==> src/rtl/sqa_pkg.sv <==
// Shared constants, codes and request/response types of the shift queue with aggregates.
package sqa_pkg;

	localparam int QUEUE_DEPTH = 16;
	localparam int WORD_WIDTH  = 32;
	localparam int IDX_W       = $clog2(QUEUE_DEPTH);
	localparam int COUNT_W     = $clog2(QUEUE_DEPTH + 1);
	localparam int SUM_W       = WORD_WIDTH + IDX_W;

	typedef enum logic [2:0] {
		CMD_ENQUEUE = 3'd0,
		CMD_DEQUEUE = 3'd1,
		CMD_CLEAR   = 3'd2,
		CMD_SEARCH  = 3'd3,
		CMD_READ    = 3'd4
	} cmd_t;

	typedef enum logic [1:0] {
		ST_OK        = 2'd0,
		ST_FULL      = 2'd1,
		ST_EMPTY     = 2'd2,
		ST_NOT_FOUND = 2'd3
	} status_t;

	typedef struct packed {
		logic        [2:0]            command;
		logic signed [WORD_WIDTH-1:0] new_value;
		logic        [COUNT_W-1:0]    position;
	} req_t;

	typedef struct packed {
		logic        [1:0]            status;
		logic signed [WORD_WIDTH-1:0] word_out;
		logic                         found;
		logic        [COUNT_W-1:0]    first_match_res;
		logic        [COUNT_W-1:0]    match_count;
		logic        [COUNT_W-1:0]    entry_total;
		logic signed [SUM_W-1:0]      sum_of_entries;
		logic signed [WORD_WIDTH-1:0] smallest;
		logic signed [WORD_WIDTH-1:0] largest;
	} rsp_t;

	typedef struct packed {
		logic shift;
		logic scan_load;
		logic scan_shift;
	} cell_ctl_t;

endpackage

==> src/rtl/sqa_cell.sv <==
// One queue cell: a stored word plus a scan copy, both handed down to the lower neighbour.
module sqa_cell (
	input  logic                                 clk,
	input  sqa_pkg::cell_ctl_t                   ctl,
	input  logic                                 wr,
	input  logic signed [sqa_pkg::WORD_WIDTH-1:0] new_value,
	input  logic signed [sqa_pkg::WORD_WIDTH-1:0] next_data,
	input  logic signed [sqa_pkg::WORD_WIDTH-1:0] next_scan,
	output logic signed [sqa_pkg::WORD_WIDTH-1:0] data,
	output logic signed [sqa_pkg::WORD_WIDTH-1:0] scan
);
	import sqa_pkg::*;

	logic signed [WORD_WIDTH-1:0] data_q;
	logic signed [WORD_WIDTH-1:0] scan_q;
	logic signed [WORD_WIDTH-1:0] data_next;

	// take the upper neighbour on a shift, the new word on a write
	always_comb begin
		data_next = data_q;
		if (ctl.shift) begin
			data_next = next_data;
		end
		if (wr) begin
			data_next = new_value;
		end
	end

	always_ff @(posedge clk) begin
		data_q <= data_next;
		if (ctl.scan_load) begin
			scan_q <= data_next;
		end else if (ctl.scan_shift) begin
			scan_q <= next_scan;
		end
	end

	assign data = data_q;
	assign scan = scan_q;

endmodule

==> src/rtl/shift_queue_with_aggregates.sv <==
// Top level: command sequencer, occupancy count and scan accumulators over a chain of cells.
// Sequence: a request taken in idle is applied (S_EXEC), then each stored entry is scanned
//   in turn (S_SCAN, skipped when the queue is left empty), then the result is shown (S_DONE).
// One request at a time: busy stays high from acceptance through the result strobe
//   and the next request is taken only once the sequencer is back in idle.
// The receiver cannot stall: done is high for exactly one cycle with result valid.
// Reset clears the sequencer and the entry count; cell contents stay undefined until written.
module shift_queue_with_aggregates (
	input  logic          clk,
	input  logic          arst_n,
	input  logic          start,
	input  sqa_pkg::req_t request,
	output logic          busy,
	output logic          done,
	output sqa_pkg::rsp_t result
);
	import sqa_pkg::*;

	typedef enum logic [3:0] {
		S_IDLE = 4'b0001,
		S_EXEC = 4'b0010,
		S_SCAN = 4'b0100,
		S_DONE = 4'b1000
	} state_t;

	state_t                       state_q;
	req_t                         req_q;
	logic [COUNT_W-1:0]           count_q;
	logic [COUNT_W-1:0]           count_next;
	logic [1:0]                   status_q;
	logic signed [WORD_WIDTH-1:0] word_q;
	logic [IDX_W-1:0]             idx_q;
	logic signed [SUM_W-1:0]      sum_q;
	logic signed [WORD_WIDTH-1:0] lo_q;
	logic signed [WORD_WIDTH-1:0] hi_q;
	logic [COUNT_W-1:0]           match_q;
	logic [COUNT_W-1:0]           first_q;
	logic                         hit_q;

	// Cell chain wiring: element i feeds from element i+1, the top cell from zero.
	logic signed [WORD_WIDTH-1:0] data_w [QUEUE_DEPTH];
	logic signed [WORD_WIDTH-1:0] scan_w [QUEUE_DEPTH];
	logic [QUEUE_DEPTH-1:0]       wr_vec;
	cell_ctl_t                    ctl;

	logic                         enq_ok;
	logic                         deq_ok;
	logic signed [WORD_WIDTH-1:0] head_scan;
	logic [COUNT_W-1:0]           scan_pos;
	logic                         scan_last;

	assign busy = (state_q != S_IDLE);
	assign done = (state_q == S_DONE);

	// Command decode for the apply cycle.
	assign enq_ok = (state_q == S_EXEC) && (req_q.command == CMD_ENQUEUE)
		&& (count_q != COUNT_W'(QUEUE_DEPTH));
	assign deq_ok = (state_q == S_EXEC) && (req_q.command == CMD_DEQUEUE)
		&& (count_q != '0);

	always_comb begin
		count_next = count_q;
		if (enq_ok) begin
			count_next = count_q + COUNT_W'(1);
		end else if (deq_ok) begin
			count_next = count_q - COUNT_W'(1);
		end else if ((state_q == S_EXEC) && (req_q.command == CMD_CLEAR)) begin
			count_next = '0;
		end
	end

	// Shift the whole chain on dequeue; snapshot the updated words into the scan
	// copies in the same cycle, then walk them down towards cell 0.
	assign ctl.shift      = deq_ok;
	assign ctl.scan_load  = (state_q == S_EXEC);
	assign ctl.scan_shift = (state_q == S_SCAN);

	genvar gi;
	generate
		for (gi = 0; gi < QUEUE_DEPTH; gi++) begin : g_cell
			logic signed [WORD_WIDTH-1:0] nd;
			logic signed [WORD_WIDTH-1:0] ns;

			// enqueue writes the first free cell
			assign wr_vec[gi] = enq_ok && (count_q == COUNT_W'(gi));

			if (gi == QUEUE_DEPTH - 1) begin : g_top
				assign nd = '0;
				assign ns = '0;
			end else begin : g_mid
				assign nd = data_w[gi+1];
				assign ns = scan_w[gi+1];
			end

			sqa_cell u_cell (
				.clk       (clk),
				.ctl       (ctl),
				.wr        (wr_vec[gi]),
				.new_value (req_q.new_value),
				.next_data (nd),
				.next_scan (ns),
				.data      (data_w[gi]),
				.scan      (scan_w[gi])
			);
		end
	endgenerate

	// The entry under scan always sits in cell 0's scan copy.
	assign head_scan = scan_w[0];
	assign scan_pos  = COUNT_W'(idx_q) + COUNT_W'(1);
	assign scan_last = (scan_pos == count_q);

	// Sequencer and count.
	always_ff @(posedge clk or negedge arst_n) begin
		if (!arst_n) begin
			state_q <= S_IDLE;
			count_q <= '0;
		end else begin
			count_q <= count_next;
			unique case (state_q)
				S_IDLE: begin
					if (start) begin
						state_q <= S_EXEC;
					end
				end
				S_EXEC: begin
					// nothing stored: report the empty aggregates at once
					state_q <= (count_next == '0) ? S_DONE : S_SCAN;
				end
				S_SCAN: begin
					if (scan_last) begin
						state_q <= S_DONE;
					end
				end
				S_DONE: begin
					state_q <= S_IDLE;
				end
				default: begin
					state_q <= S_IDLE;
				end
			endcase
		end
	end

	// Request capture, command outcome and scan accumulators (payload, no reset).
	always_ff @(posedge clk) begin
		if ((state_q == S_IDLE) && start) begin
			req_q <= request;
		end
		if (state_q == S_EXEC) begin
			status_q <= ST_OK;
			word_q   <= '0;
			if ((req_q.command == CMD_ENQUEUE) && !enq_ok) begin
				status_q <= ST_FULL;
			end
			if (req_q.command == CMD_DEQUEUE) begin
				if (deq_ok) begin
					word_q <= data_w[0];
				end else begin
					status_q <= ST_EMPTY;
				end
			end
			idx_q   <= '0;
			sum_q   <= '0;
			lo_q    <= '0;
			hi_q    <= '0;
			match_q <= '0;
			first_q <= '0;
			hit_q   <= 1'b0;
		end
		if (state_q == S_SCAN) begin
			sum_q <= sum_q + SUM_W'(head_scan);
			if ((idx_q == '0) || (head_scan < lo_q)) begin
				lo_q <= head_scan;
			end
			if ((idx_q == '0) || (head_scan > hi_q)) begin
				hi_q <= head_scan;
			end
			if ((req_q.command == CMD_SEARCH) && (head_scan == req_q.new_value)) begin
				match_q <= match_q + COUNT_W'(1);
				if (match_q == '0) begin
					first_q <= scan_pos;
				end
			end
			if ((req_q.command == CMD_READ) && (scan_pos == req_q.position)) begin
				word_q <= head_scan;
				hit_q  <= 1'b1;
			end
			idx_q <= idx_q + IDX_W'(1);
		end
	end

	// Assemble the result; valid only while done is high.
	always_comb begin
		result                 = '0;
		result.status          = status_q;
		result.word_out        = word_q;
		result.first_match_res = first_q;
		result.match_count     = match_q;
		result.entry_total     = count_q;
		result.sum_of_entries  = sum_q;
		result.smallest        = lo_q;
		result.largest         = hi_q;
		if (req_q.command == CMD_SEARCH) begin
			result.found  = (match_q != '0);
			result.status = (match_q != '0) ? ST_OK : ST_NOT_FOUND;
		end
		if (req_q.command == CMD_READ) begin
			result.status = hit_q ? ST_OK : ST_NOT_FOUND;
		end
	end

endmodule
==> config.mk <==
export PLATFORM = sky130hd
export DESIGN_NAME = shift_queue_with_aggregates
export DESIGN_NICKNAME = d
export VERILOG_FILES = /design/src/rtl/sqa_pkg.sv /design/src/rtl/sqa_cell.sv /design/src/rtl/shift_queue_with_aggregates.sv
export SDC_FILE = /design/constraint.sdc
export NUM_CORES = 2
export LEC_CHECK = 0
export BUFFER_PORTS_ARGS = -buffer_cell sky130_fd_sc_hd__buf_2
export CORE_MARGIN = 1.5
export CORE_UTILIZATION = 62
export DETAILED_ROUTE_END_ITERATION = 6
export GPL_TIMING_DRIVEN = 0
export PLACE_DENSITY = 0.87
export SYNTH_ARGS = -nofsm -noshare
export SYNTH_HDL_FRONTEND = slang
export SYNTH_SLANG_ARGS = --single-unit
==> constraint.sdc <==
create_clock -name clk -period 19.5 [get_ports clk]
set_input_delay 2.925 -clock clk [delete_from_list [all_inputs] [get_ports clk]]
set_output_delay 2.925 -clock clk [all_outputs]
set_load 0.01 [all_outputs]
==> results.cfg <==
[yosys]
yosysSeqAreaShare_pct = 56.3
yosysTopAreaCell = edfxtp_1
async_flop_share_pct = 0.736
yosys_warnings = 0
ys.flop_type = dfxtp_1
yosysTopAreaCellShare_pct = 33.0
syn-cell-area_sq_um = 54100
synthCells = 4741
synthTopCellsByArea = edfxtp_1 (33%), dfxtp_1 (23%), mux2_2 (10%), mux2i_1 (9.1%), a21oi_1 (5.2%)
synth_nets = 4893
ys_ff_latch = 1222
yosysUniqueCellTypes = 68
synth_edf_count = 594
synth_area_per_cell_sq_um = 11.4

[global_routing]
grt_pass1_wl_um = 214000
gr-total-overflow = 0
antenna_found_initial = 4
grt_max_degree = 65
grt_usage_pct = 30.7
first_global_vias = 38430

[placed_design]
hpwl_um = 102000
place_congestion = 0.950
placed_cell_area_sq_um = 56900
io_buffers = 194

[power_and_ir_drop]
powerDensity_nw_per_um2 = 126
irDropWorstVdd_uv = 87.2
p_total_mw = 7.67
p_leak_nw = 26.2

[timing]
max_slew_margin_pct = 1.95
fmax_mhz = 185
finalClockSkew_ns = 0.0263
setup_viol = 0
worst_pin_slew_ns = 1.45
finalCritPeriodShare_pct = 27.7
finalCriticalPeriod_ns = 5.40
drv_slew = 0
hold_violations = 0
rsz0062_at_grt = no

[setup_path]
cp_max_fo = 4
worst-path-buf-inv = 2
critPathCaptureType = output port
criticalPathCategory = reg -> out
arrival_ns = 2.47
cp_slowest_cell = nor4b_1
cpLargestDelayFamily = simple AND/OR/NAND/NOR gates
worstSetupStartpointType = register
cp.required_ns = 16.57
max_stage_delay_ns = 0.42
path_cells = inv_1 -> ha_1 -> nor4b_1 -> nand3b_1 -> o21ai_0 -> a21oi_1 -> buf_2

[floorplanning]
die_h_um = 298
core_area_sq_um = 86600
rows = 108
ios = 195
start_util_pct = 62.5
dieArea_sq_um = 89100
die_w_um = 298

[route]
antenna_left = 0
routed_wl_um = 140000
drt_iter0_drc = 3735
drc = 1
vias_per_cell = 6.06
num_vias = 38385
routedWlPerCell_um = 22.1
drt-pass1-iter-count = 7

[clock_tree]
htreeDepth = 3
clk_path_buf_depth = 3
clock_latency_ns = 0.71
numCtsBuffers = 115
cts_tree = built
clock-root-buffer = clkbuf_16
cts.sinks = 1222
path_clk_slew_ns = 0.06
cts_resized = 0
cts_hold_buf = 0
post_cts_buffers = 0

[layout]
n_fill_cell = 5567
final_common_cell = dfxtp_1
post_route_cells_drive_above_1_share_pct = 18.5
stdcell_area_sq_um = 60800
seqCellArea_sq_um = 30500
multi_input_area_sq_um = 21900
area_growth_pct = 12.4
final_cell_mix = dfxtp_1 (619), nor2_1 (594), edfxtp_1 (594)
fin_nets = 5216

[hold_path]
min_path_type = reg -> reg

[status]
violations = DRC, capacitance limit
status = finished, violations left

[flow_run]
cap_violations = 1
## where the power goes
group	switching, mW	internal [mW]	total [mW]	leakage, nW
sequential	0.220	3.25	3.47	10.6
combinational	1.14	0.740	1.88	13.7
clock	0.987	1.33	2.31	1.94
## metal layers
metal  vias up  GRT usage (%)  routed length, um
li1      17795              -                  -
met1     18520           34.5              51100
met2      1642           53.2              68600
met3       426           4.57               9610
met4         2           22.3              11000
met5         -              0                 15
## synthesized netlist by cell type, drive strengths merged, types with 4 or more instances
| master | n |
|---|---|
| nor3 | 30 |
| and4 | 5 |
| and3 | 8 |
| nand3 | 34 |
| edfxtp | 594 |
| a21oi | 565 |
| xor2 | 47 |
| a211oi | 13 |
| a31oi | 9 |
| o21bai | 4 |
| o21a | 48 |
| inv | 84 |
| nor3b | 5 |
| a32oi | 32 |
| o211ai | 38 |
| xnor2 | 13 |
| nand2 | 240 |
| nor2b | 7 |
| dfxtp | 619 |
| nand4 | 50 |
| nor4b | 7 |
| clkbuf | 241 |
| or3 | 5 |
| a21boi | 8 |
| a22oi | 35 |
| nor4 | 10 |
| mux2i | 492 |
| mux2 | 480 |
| a21o | 30 |
| o21ai | 68 |
| buf | 115 |
| dfrtp | 8 |
| nor2 | 594 |
| ha | 108 |
| nand2b | 6 |
| and2 | 45 |
## worst register-to-register path: stages (launching register included)
cell,delay [ns]
dfrtp_1,0.42
or4b_1,0.50
buf_2,0.19
inv_2,0.08
clkbuf_1,0.84
buf_2,0.64
buf_1,1.06
buf_1,0.53
## through the flow
stage	instances	setup slack, ns	hold slack, ns	TNS, ns	util (%)
after CTS	6322	14.12	0.466	0	70.2
after global placement	6090	-1.84	0.444	-957.50	65.3
after floorplan	4741	5.36	0.423	0	-
after global routing	6322	13.98	0.491	0	70.2
after detailed placement	6102	14.94	0.456	0	65.6
final	6332	14.10	0.465	0	70.2
## flip-flops by register name (all words and copies together), names as in the netlist
register	count
word_q	32
g_cell.u_cell.scan	512
match_q	5
idx_q	4
sum_q	36
hit_q	1
count_q	5
hi_q	32
lo_q	32
g_cell.u_cell.data	512
state_q	4
req_q	40
status_q	2
first_q	5
## worst paths after layout
kind                                  from          end  slack (ns)  depth (start not counted)
worst max-delay path            match_q[0]  result[149]       14.10                          7
worst min-delay path            first_q[2]   first_q[2]        0.46                          2
worst max register to register  state_q[3]  status_q[1]       14.88                          7
worst min register to register  first_q[2]   first_q[2]        0.46                          2
max in group asynchronous           arst_n   state_q[0]       17.17                          1
min in group asynchronous           arst_n   count_q[2]        2.07                          1
## layout make-up
class / count / share of cell area [%]
antenna: 10 / 0.0411
buffer: 356 / 2.35
clock buffer: 164 / 5.42
clock inverter: 56 / 1.05
inverter: 84 / 0.518
multi-input combinational: 3079 / 36.1
sequential: 1222 / 50.1
tap: 1155 / 2.38
timing repair buffer: 206 / 2.11
## logic make-up (layout without fill, tap and decap cells)
family	Yosys count	count (layout)	synth area share [%]
flops	1222	1222	56.3
xor+xnor	60	60	0.971
fa+ha+maj	109	109	2.53
buf+inv	440	866	3.22
other cells	0	10	0
compound gates	886	886	9.54
simple gates	1052	1052	8.38
mux	972	972	19.1
(Power assumes the default switching activity.)
